### src/hw/rtl/lpht_pkg.sv
package lpht_pkg;

    // Fixed field widths.
    localparam int ACTION_W  = 2;
    localparam int KEY_W     = 64;
    localparam int VAL_W     = 32;
    localparam int CNT_OUT_W = 7;
    localparam int HASH_W    = 32;

    // Stream word widths, padded to whole bytes.
    localparam int S_FIELDS_W = ACTION_W + KEY_W + VAL_W;
    localparam int S_TDATA_W  = ((S_FIELDS_W + 7) / 8) * 8;
    localparam int M_FIELDS_W = 1 + VAL_W + 1 + CNT_OUT_W;
    localparam int M_TDATA_W  = ((M_FIELDS_W + 7) / 8) * 8;

    // One slot entry: used flag on top, then key, then value.
    localparam int ENTRY_W = 1 + KEY_W + VAL_W;

    // Hash constants: h = h * 33 + byte.
    localparam int HASH_SHIFT = 5;
    localparam int MOD_DIGIT  = 4;

    // Parameter defaults.
    localparam int TABLE_DEPTH_DEF = 64;
    localparam int KEY_BYTES_DEF   = 8;

    // Request codes.
    localparam logic [ACTION_W-1:0] ACT_INSERT = 2'd0;
    localparam logic [ACTION_W-1:0] ACT_FIND   = 2'd1;
    localparam logic [ACTION_W-1:0] ACT_ERASE  = 2'd2;

    typedef enum logic [2:0] {
        ST_CLEAR,
        ST_IDLE,
        ST_HASH,
        ST_PROBE,
        ST_DONE
    } ctl_state_t;

    typedef enum logic [1:0] {
        HS_IDLE,
        HS_RUN,
        HS_MOD,
        HS_DONE
    } hash_state_t;

endpackage

### src/hw/rtl/lpht_hash.sv
module lpht_hash #(
    parameter int TABLE_DEPTH = lpht_pkg::TABLE_DEPTH_DEF
) (
    input  logic                           aclk,
    input  logic                           aresetn,
    input  logic                           start,
    input  logic [lpht_pkg::KEY_W-1:0]     key,
    output logic                           done,
    output logic [$clog2(TABLE_DEPTH)-1:0] slot
);
    import lpht_pkg::*;

    localparam int IDX_W     = $clog2(TABLE_DEPTH);
    localparam int R_W       = IDX_W + 1;
    localparam int MOD_STEPS = HASH_W / MOD_DIGIT;
    localparam int STEP_W    = $clog2(MOD_STEPS);
    localparam bit DEPTH_POW2 = (TABLE_DEPTH & (TABLE_DEPTH - 1)) == 0;
    localparam logic [R_W-1:0]    DEPTH_R   = R_W'(TABLE_DEPTH);
    localparam logic [STEP_W-1:0] LAST_STEP = STEP_W'(MOD_STEPS - 1);

    hash_state_t        state_reg, state_next;
    logic [KEY_W-1:0]   shift_reg, shift_next;
    logic [HASH_W-1:0]  h_reg, h_next;
    logic [R_W-1:0]     rem_reg, rem_next;
    logic [STEP_W-1:0]  step_reg, step_next;
    logic [IDX_W-1:0]   slot_reg, slot_next;
    logic [R_W-1:0]     rem_work;

    always_ff @(posedge aclk) begin
        if (!aresetn) begin
            state_reg <= HS_IDLE;
        end else begin
            state_reg <= state_next;
        end
        shift_reg <= shift_next;
        h_reg     <= h_next;
        rem_reg   <= rem_next;
        step_reg  <= step_next;
        slot_reg  <= slot_next;
    end

    always_comb begin
        state_next = state_reg;
        shift_next = shift_reg;
        h_next     = h_reg;
        rem_next   = rem_reg;
        step_next  = step_reg;
        slot_next  = slot_reg;
        rem_work   = rem_reg;
        unique case (state_reg)
            HS_IDLE: begin
                if (start) begin
                    shift_next = key;
                    h_next     = '0;
                    state_next = HS_RUN;
                end
            end
            HS_RUN: begin
                // The key arrives cleaned, so the first zero byte ends it.
                if (shift_reg[7:0] == 8'd0) begin
                    rem_next  = '0;
                    step_next = '0;
                    if (DEPTH_POW2) begin
                        slot_next  = h_reg[IDX_W-1:0];
                        state_next = HS_DONE;
                    end else begin
                        state_next = HS_MOD;
                    end
                end else begin
                    h_next     = (h_reg << HASH_SHIFT) + h_reg
                                 + HASH_W'(shift_reg[7:0]);
                    shift_next = shift_reg >> 8;
                end
            end
            HS_MOD: begin
                // Restoring reduction, MOD_DIGIT hash bits per cycle from the top.
                for (int j = 0; j < MOD_DIGIT; j++) begin
                    rem_work = {rem_work[R_W-2:0], h_reg[HASH_W-1-j]};
                    if (rem_work >= DEPTH_R) begin
                        rem_work = rem_work - DEPTH_R;
                    end
                end
                h_next    = h_reg << MOD_DIGIT;
                rem_next  = rem_work;
                step_next = step_reg + 1'b1;
                if (step_reg == LAST_STEP) begin
                    slot_next  = rem_work[IDX_W-1:0];
                    state_next = HS_DONE;
                end
            end
            HS_DONE: begin
                state_next = HS_IDLE;
            end
            default: begin
                state_next = HS_IDLE;
            end
        endcase
    end

    assign done = (state_reg == HS_DONE);
    assign slot = slot_reg;

endmodule

### config.mk
export PLATFORM = sky130hd
export DESIGN_NAME = lpht_hash
export DESIGN_NICKNAME = d
export VERILOG_FILES = /design/src/hw/rtl/lpht_pkg.sv /design/src/hw/rtl/lpht_hash.sv
export SDC_FILE = /design/constraint.sdc
export NUM_CORES = 1
export LEC_CHECK = 0
export ABC_AREA = 0
export BUFFER_PORTS_ARGS = -buffer_cell sky130_fd_sc_hd__buf_2
export CORE_MARGIN = 2
export CORE_UTILIZATION = 25
export CTS_BUF_LIST = sky130_fd_sc_hd__clkbuf_8
export CTS_CLUSTER_DIAMETER = 120
export DETAILED_ROUTE_END_ITERATION = 8
export GPL_TIMING_DRIVEN = 0
export HOLD_SLACK_MARGIN = 0.03
export PLACE_DENSITY = 0.38
export SYNTH_ARGS = -nofsm -noshare
export SYNTH_HDL_FRONTEND = slang
export SYNTH_SLANG_ARGS = --single-unit
export TNS_END_PERCENT = 100
### constraint.sdc
create_clock -name aclk -period 3.35 [get_ports aclk]
set_input_delay 0.335 -clock aclk [delete_from_list [all_inputs] [get_ports aclk]]
set_output_delay 0.335 -clock aclk [all_outputs]
set_load 0.1 [all_outputs]
### Word-level counts from Yosys, hierarchy flattened

Cells that the tools add are included.

| word-level totals | value |
|---|---|
| word-level logic and storage cells | 59 |
| bits in registers | 113 |
| memories kept | 0 |
| output and inout port bits | 7 |
| latch bits | 0 |
| memory bits (read-only) | 0 |
| memory bits (writable) | 0 |
| input bits | 67 |

| cells by class | value |
|---|---|
| eq/ne operators | 8 |
| $lt $le $gt $ge | 4 |
| reduce and logical (&&, ||, !) cells | 10 |
| bitwise operators | 0 |
| divide/modulo/power cells | 0 |
| $mul | 0 |
| shift-type cells | 0 |
| multiplexer cells | 24 |
| add/subtract/negate cells | 7 |

Operators with widths:

| kind | number |
|---|---|
| 64-bit two-way mux | 2 |
| 64-bit one-hot mux with 2 select lines | 1 |
| 32-bit one-hot mux with 3 select lines | 1 |
| 32-bit two-way mux | 2 |
| 6-bit two-way mux | 10 |
| 32-bit adder | 1 |
| 32-bit by 8-bit adder with 32-bit output | 1 |
| 7-bit greater-or-equal comparator, second input constant | 4 |
| 6-bit one-hot mux with 2 select lines | 2 |
| 6-bit by 1-bit subtractor with 6-bit output, second input constant | 4 |
| 3-bit AND reduction | 4 |
| 8-bit zero test | 1 |
| 2-bit != test, second input constant | 4 |
| 2-bit one-hot mux with 4 select lines | 1 |
| 2-bit two-way mux | 3 |
| 3-bit one-hot mux with 2 select lines | 1 |
| 2-bit equality test, second input constant | 2 |
| 2-bit nonzero test | 2 |
| 3-bit by 1-bit adder with 3-bit output, second input constant | 1 |
| 3-bit equality test, second input constant | 1 |
| 3-bit two-way mux | 1 |
| 3-bit nonzero test | 1 |
| 2-bit by 1-bit equality test with 1-bit output, second input constant | 1 |
| 2-bit zero test | 1 |
| 2-bit AND reduction | 1 |

### Logic depth before layout (Yosys ltp)

Gate-level depths: netlist of run 1.

| logic depth | value |
|---|---|
| depth in word-level cells | 13 |
| gate-level depth with buffers | 11 |

### Least setup slack after synthesis of run 1

Ideal clock, no wire load.

| path | value |
|---|---|
| kind | register to register |
| from | reg state_reg[1] |
| to | reg shift_reg[0] (enable) |
| data required time | 2.923 ns |
| arrival | 2.711 ns |
| period minus slack after synthesis | 3.137 ns |
| slack | 0.213 ns |
| stages on the path, launching flop included | 7 |
| buffers on the path | 2 |
| path through | dfxtp_1 inv_1 ha_1 clkbuf_1 clkbuf_1 a31oi_1 o21a_1 |

| on the way | value |
|---|---|
| cells in the longest elaborated chain, start to end | 3 |

RTL lines:

| element | line | RTL |
|---|---|---|
| from (decl) | lpht_hash.sv:21 | `hash_state_t state_reg, state_next;` |
| from (signal assigned) | lpht_hash.sv:33 | `state_reg <= state_next;` |
| 2-bit by 1-bit equality test with 1-bit output or 2-bit zero test (tied branches) | lpht_hash.sv:50 | `unique case (state_reg)` |
| 2-bit != test (no source line) or 2-bit nonzero test (tied branches) | n/a |  |
| 3-bit AND reduction (no source line) (*) | n/a |  |
| to (signal assigned) | lpht_hash.sv:35 | `shift_reg <= shift_next;` |
| to (decl) | lpht_hash.sv:22 | `logic [KEY_W-1:0] shift_reg, shift_next;` |

Every way passes the cells marked *; elsewhere a longest branch is shown, timed or not.
A chain may end at the register's enable or synchronous reset.

### Final worst setup path of run 1

| path | value |
|---|---|
| from | reg h_reg[15] |
| to | reg h_reg[30] (data pin) |

| on the way | value |
|---|---|
| cells in the longest elaborated chain, start to end | 4 |

RTL lines:

| element | line | RTL |
|---|---|---|
| from (decl) | lpht_hash.sv:23 | `logic [HASH_W-1:0] h_reg, h_next;` |
| from (signal assigned) | lpht_hash.sv:36 | `h_reg <= h_next;` |
| 32-bit adder | lpht_hash.sv:70 | `h_next = (h_reg << HASH_SHIFT) + h_reg` |
| 32-bit by 8-bit adder with 32-bit output | lpht_hash.sv:71 | `+ HASH_W'(shift_reg[7:0]);` |
| 32-bit two-way mux | lpht_hash.sv:60 | `if (shift_reg[7:0] == 8'd0) begin` |
| 32-bit one-hot mux with 3 select lines | lpht_hash.sv:50 |  |
| via h_next[30] | lpht_hash.sv:23 |  |

The timed path passes the listed nets, and every way through them passes these cells. The select of a mux whose other input is x is not followed.

==> Implementation_results.wiki, run 1 <==
{| class="wikitable"
! Metric !! Value
|-
| Status || complete, no violations
|-
| WL final || 17400 um
|-
| Netlist cell types || 64
|-
| Ranking of synthesized cells by area || edfxtp_1, ha_1, mux2_2
|-
| Number of failing hold endpoints at the final stage || 0
|-
| Final Max Slew Viols || 0
|-
| Area of the die || 28800 um2
|-
| Maximum net fanout on the critical path || 7
|-
| Wire length of the first global-routing pass || 27300 um
|-
| Core ar. || 27000 um2
|-
| Cell taking the most area after synthesis || edfxtp_1
|-
| Mean number of vias per cell || 4.75
|-
| Flip-flop cell with the highest count after synthesis || edfxtp_1
|-
| Half-perimeter wire length after detailed placement || 12900 um
|-
| Highest Clock Rate || 0.313 GHz
|-
| Drt drc || 0
|-
| TritonCTS clock tree || yes
|-
| Weighted congestion reported at the end of routability-driven placement || 0.808
|-
| Mapped Avg Cell Area || 12.1 um2
|-
| Number of buffers created by CTS || 9
|-
| Start-to-end type of the worst setup path || reg2reg
|-
| Die height || 170 um
|-
| Seq/Total Area, Yosys || 0.474
|-
| Clock skew after layout || about 0.021 ns
|-
| Antenna diodes || 0
|-
| Number of top-level pins || 74
|-
| Effective utilization at floorplan || 0.255
|-
| Area taken by multi-input logic gates || 3520 um2
|-
| Cell area after technology mapping || 6860 um2
|-
| # H-tree levels || 3
|-
| Setup total negative slack || 0 ns
|-
| Setup-failing EPs final || 0
|-
| Final critical-path share of the clock period || 0.955
|-
| Category of the worst setup path launch point || flip-flop
|-
| Pin count of the biggest net entering global routing || 65
|-
| Worst-case clock buffer depth || 2
|-
| Slew at the pin with the worst max-slew slack || 0.950 ns
|-
| Type of destination of the critical path || flip-flop
|-
| Synthesis warning total || 0
|-
| Total iterations of the first detailed-routing run || 4
|-
| Proportion of layout cells with a drive suffix above 1 || 0.288
|-
| Hold Path Class || in2reg
|-
| Chip Width || 170 um
|-
| Most common cell after layout, fill and taps aside || edfxtp_1
|-
| Skew-Pair Late Insertion Delay || 0.40 ns
|-
| Via count of the routed design || roughly 4800
|-
| Post-cts hold buffer count || 0
|-
| Initial antenna violation count || 2
|-
| Top library cells by usage in the layout, fill and taps aside || edfxtp_1, buf_2, ha_1
|-
| Number of max-cap violations || 0
|-
| Sink count of the clock tree || 109
|-
| Post-synthesis cell count || 565
|-
| Standard-cell row count || 60
|-
| Cell Area, Placed || 7680 um2
|-
| Final net count || 794
|-
| Number of global-route vias before repair || 4901
|-
| RSZ-0062 raised after global routing || no
|-
| Number of DRC markers after the initial detailed-route iteration || 238
|-
| Sequential cell area || 3250 um2
|-
| Post-synth top area share || 0.468
|-
| Count of port buffers added during placement || 73
|-
| Mean routed wirelength per cell || between 15 and 20 um
|-
| Max reg flops || 64
|-
| Post-detailed-route count of antenna-violating nets || 0
|-
| Area added between synthesis and finish || 17.1%
|-
| Global-route congestion overflow total || 0
|-
| Async set-reset flop share out of synthesis || 0
|-
| Worst hold slack || 0.173 ns
|-
| Remaining max-slew budget at the tightest pin || 0.366
|-
| Crit path DAT || 3.35 ns
|-
| Number of fill cells in the layout || 2778
|-
| Buffer type at the clock tree root || clkbuf_8
|-
| Final Cell Area || around 8000 um2
|-
| Clock transition at path regs || 0.12 ns
|-
| Share of the core filled with cells || 0.298
|-
| Period minus WS final || between 3 and 4 ns
|-
| Synth Net Count || ~700
|-
| Flops & latches, synth || ~110
|-
| GRT Total Usage || 0.122
|-
| EDFF count, synth || ~110
|-
| Worst EP required || 3.50 ns
|}
-- synth_stat cells, types with 3 or more instances --
master and n:
a211oi_1 6, a21o_1 20, a21oi_1 28, a22oi_1 8, a31oi_1 3, a32o_1 5, and2_1 8, and3_1 4
buf_2 4, buf_6 3, clkbuf_1 17, edfxtp_1 107, fa_1 4, ha_1 65, inv_1 16, mux2_2 59
mux2i_1 4, nand2_1 35, nand2b_1 3, nand3_1 10, nand4_1 5, nor2_1 19, nor2b_1 17, nor3_1 6
o21a_1 3, o21ai_0 27, o21ai_1 4, o21bai_1 9, o31ai_1 4, or3_1 3, xnor2_1 13, xor2_1 7
-- timing repair --
item	4_1_cts	5_1_grt
cloned	0	0
setup endpoints to repair	8	6
setup buffers	1	8
resized for setup	6	12
pin swaps	0	5
hold endpoints to repair	0	0
-- cell type report --
type,count,area share
clock inverter,7,0.00981
timing repair buffer,83,0.0564
clock buffer,9,0.0154
buffer,25,0.0151
sequential,109,0.405
inverter,16,0.00747
tap,341,0.0531
multi-input combinational,414,0.438
-- critical path, stage by stage (launching register included) --
cell and delay (ns):
edfxtp_1 0.50, ha_1 0.32, ha_1 0.28, buf_2 0.16, a21oi_1 0.15, o21ai_1 0.11, a2111oi_2 0.42, o32a_2 0.30
a2111oi_4 0.10, or3_1 0.36, a32o_1 0.26
-- stage by stage --
| step | instances | setup WS (ns) |
|---|---|---|
| CTS | 997 | 0.0130 |
| global placement | 979 | -1.07 |
| detailed placement | 980 | -0.369 |
| floorplan | 565 | 0.213 |
| global route | 1004 | 0.00395 |
| finish | 1004 | 0.151 |
-- metal layers --
metal / routed length [um] / global-route usage / part of all wire
met1: 8460 / 0.166 / 0.49
met2: 8130 / 0.199 / 0.47
met5: 27 / 0 / 0.0015
met4: 136 / 0.0282 / 0.0078
met3: 683 / 0.0259 / 0.039
-- path summary, 6_finish.rpt --
check | start | to | slack (ns) | cells past startpoint
worst min register to register | shift_reg[63]$_SDFFCE_PP0P_ | shift_reg[55]$_DFFE_PP_ | 0.55 | 1
worst max-delay path | h_reg[15]$_DFFE_PP_ | h_reg[30]$_DFFE_PP_ | 0.15 | 10
worst min-delay path | aresetn | state_reg[0]$_SDFFE_PN0P_ | 0.17 | 2
worst max register to register | h_reg[15]$_DFFE_PP_ | h_reg[30]$_DFFE_PP_ | 0.15 | 10
-- logic make-up (layout without fill, tap and decap cells) --
kind of cell / after synthesis / after routing / synth area share
muxes: 63 / 63 / 0.103
xor gates and xnor gates: 20 / 20 / 0.0255
and+or+nand+nor: 119 / 119 / 0.0906
AOI/OAI and AO/OA: 143 / 143 / 0.150
buffers and inverters: 42 / 140 / 0.0272
DFF: 109 / 109 / 0.474
adders and majority gates: 69 / 69 / 0.130
Power of run 1 is not shown: default switching activity piles up to over one toggle a cycle in this logic, so the estimate is an artifact.
==> inputs of run 2 (changes only) <==
- BUFFER_PORTS_ARGS: -buffer_cell sky130_fd_sc_hd__buf_2 -> -buffer_cell sky130_fd_sc_hd__clkbuf_2
- GPL_TIMING_DRIVEN: 0 -> not set
==> run 2 against run 1 <==
Net effect:
- setup slack gained 0.019 ns
- sequential share of layout area is 0.24 points higher
- critical path depth down 2
- clock-buffer cell count unchanged
- first-iteration DRC count up 3.4%
- fmax increased by 0.59%
- global-route usage is 0.35 points lower
- worst hold slack worse by 0.023 ns
- non-clock buffer count fell by 14
- wire length decreased by 4.5%
- register-to-register slack gained 0.02 ns
- via count shrank 2.1%
- critical path type unchanged
==> Implementation_results.wiki, run 2 (synthesized netlist as in run 1, its figures left out) <==
{| class="wikitable"
! Metric !! Value
|-
| Pin count of the biggest net entering global routing || 65
|-
| Proportion of layout cells with a drive suffix above 1 || 0.300
|-
| Final Max Slew Viols || 0
|-
| Drt drc || 0
|-
| Maximum net fanout on the critical path || 8
|-
| Worst EP required || 3.51 ns
|-
| Number of DRC markers after the initial detailed-route iteration || approximately 250
|-
| Buffer type at the clock tree root || clkbuf_8
|-
| Effective utilization at floorplan || 0.255
|-
| Area taken by multi-input logic gates || 3510 um2
|-
| Weighted congestion reported at the end of routability-driven placement || 0.836
|-
| Global-route congestion overflow total || 0
|-
| Final net count || 780
|-
| TritonCTS clock tree || yes
|-
| Status || complete, no violations
|-
| Period minus WS final || 3.18 ns
|-
| Top library cells by usage in the layout, fill and taps aside || edfxtp_1, clkbuf_2, ha_1
|-
| Number of max-cap violations || 0
|-
| Setup-failing EPs final || 0
|-
| WL final || 16700 um
|-
| Standard-cell row count || 60
|-
| Sink count of the clock tree || approximately 110
|-
| Highest Clock Rate || 0.314 GHz
|-
| Post-cts hold buffer count || 0
|-
| RSZ-0062 raised after global routing || yes
|-
| Wire length of the first global-routing pass || 26600 um
|-
| Clock transition at path regs || 0.12 ns
|-
| Area of the die || 28800 um2
|-
| Initial antenna violation count || 0
|-
| Crit path DAT || between 3 and 4 ns
|-
| Post-detailed-route count of antenna-violating nets || 0
|-
| Most common cell after layout, fill and taps aside || edfxtp_1
|-
| Die height || 170 um
|-
| GRT Total Usage || 0.118
|-
| Remaining max-slew budget at the tightest pin || 0.483
|-
| Core ar. || 27000 um2
|-
| Number of fill cells in the layout || 2731
|-
| Max reg flops || 64
|-
| # H-tree levels || 3
|-
| Slew at the pin with the worst max-slew slack || 0.767 ns
|-
| Count of port buffers added during placement || 73
|-
| Area added between synthesis and finish || 16.5%
|-
| Final critical-path share of the clock period || 0.949
|-
| Mean number of vias per cell || 4.72
|-
| Hold Path Class || in2reg
|-
| Half-perimeter wire length after detailed placement || 12100 um
|-
| Setup total negative slack || 0 ns
|-
| Clock skew after layout || 0.0167 ns
|-
| Via count of the routed design || 4668
|-
| Number of global-route vias before repair || between 4000 and 5000
|-
| Category of the worst setup path launch point || flip-flop
|-
| Worst-case clock buffer depth || 2
|-
| Skew-Pair Late Insertion Delay || 0.40 ns
|-
| Start-to-end type of the worst setup path || reg2reg
|-
| Number of failing hold endpoints at the final stage || 0
|-
| Total iterations of the first detailed-routing run || 4
|-
| Chip Width || between 150 and 200 um
|-
| Mean routed wirelength per cell || ~17 um
|-
| Sequential cell area || 3250 um2
|-
| Antenna diodes || 0
|-
| Number of top-level pins || 74
|-
| Number of buffers created by CTS || 9
|-
| Type of destination of the critical path || flip-flop
|}
-- run 2: cell types whose count changed in the layout (fill, tap and decap cells not counted), sizes merged --
cell / before / now
clkbuf: 26 / 82
clkinv: 3 / 2
buf: 91 / 21
inv: 20 / 21
-- run 2: cell type report --
| class | instances | share of cell area |
|---|---|---|
| clock inverters | 7 | 0.0105 |
| clock buffers | 9 | 0.0155 |
| flip-flops and latches | 109 | 0.407 |
| repair buffers | 94 | 0.0670 |
| well taps | 341 | 0.0534 |
| multi-input cells | 414 | 0.439 |
| inverters | 16 | 0.00752 |
-- run 2: final timing paths --
path | from | endpoint | slack (ns) | cells past startpoint
worst max-delay path | h_reg[15]$_DFFE_PP_ | h_reg[30]$_DFFE_PP_ | 0.17 | 8
worst min register to register | shift_reg[38]$_DFFE_PP_ | shift_reg[30]$_DFFE_PP_ | 0.56 | 1
worst max register to register | h_reg[15]$_DFFE_PP_ | h_reg[30]$_DFFE_PP_ | 0.17 | 8
worst min-delay path | aresetn | state_reg[0]$_SDFFE_PN0P_ | 0.15 | 2
-- run 2: critical path, stage by stage (launching register included) --
cell and delay (ns):
edfxtp_1 0.51, ha_1 0.34, ha_1 0.42, and3_4 0.25
nand4_4 0.13, o32a_2 0.50, a2111oi_4 0.42, o21ai_1 0.12
a32o_1 0.26
-- run 2: metrics by stage --
step	hold slack [ns]	instances	instance area (um2)	worst slack (ns)	util
after floorplan	0.457	565	6860	0.213	-
after global placement	0.530	970	7680	0.132	0.285
after detailed placement	0.531	970	7680	0.0802	0.285
after CTS	0.123	986	7890	0.0516	0.293
after global routing	0.133	990	7990	-0.0211	0.296
final	0.150	990	7990	0.170	0.296
-- run 2: what timing repair did --
item | in CTS | in global routing
gates resized for setup | 0 | 15
endpoints found under the setup margin | 0 | 8
buffers inserted | 0 | 4
-- run 2: metal layers --
layer  share of wire  vias up  GRT usage  wire length (um)
met5               0        -          0                 0
met4          0.0093        0     0.0268               155
met3           0.035        9     0.0240               582
met2            0.47       83      0.191              7820
met1            0.49     2252      0.164              8100
li1                -     2324          -                 -
Power of run 2 is left out for the same reason.
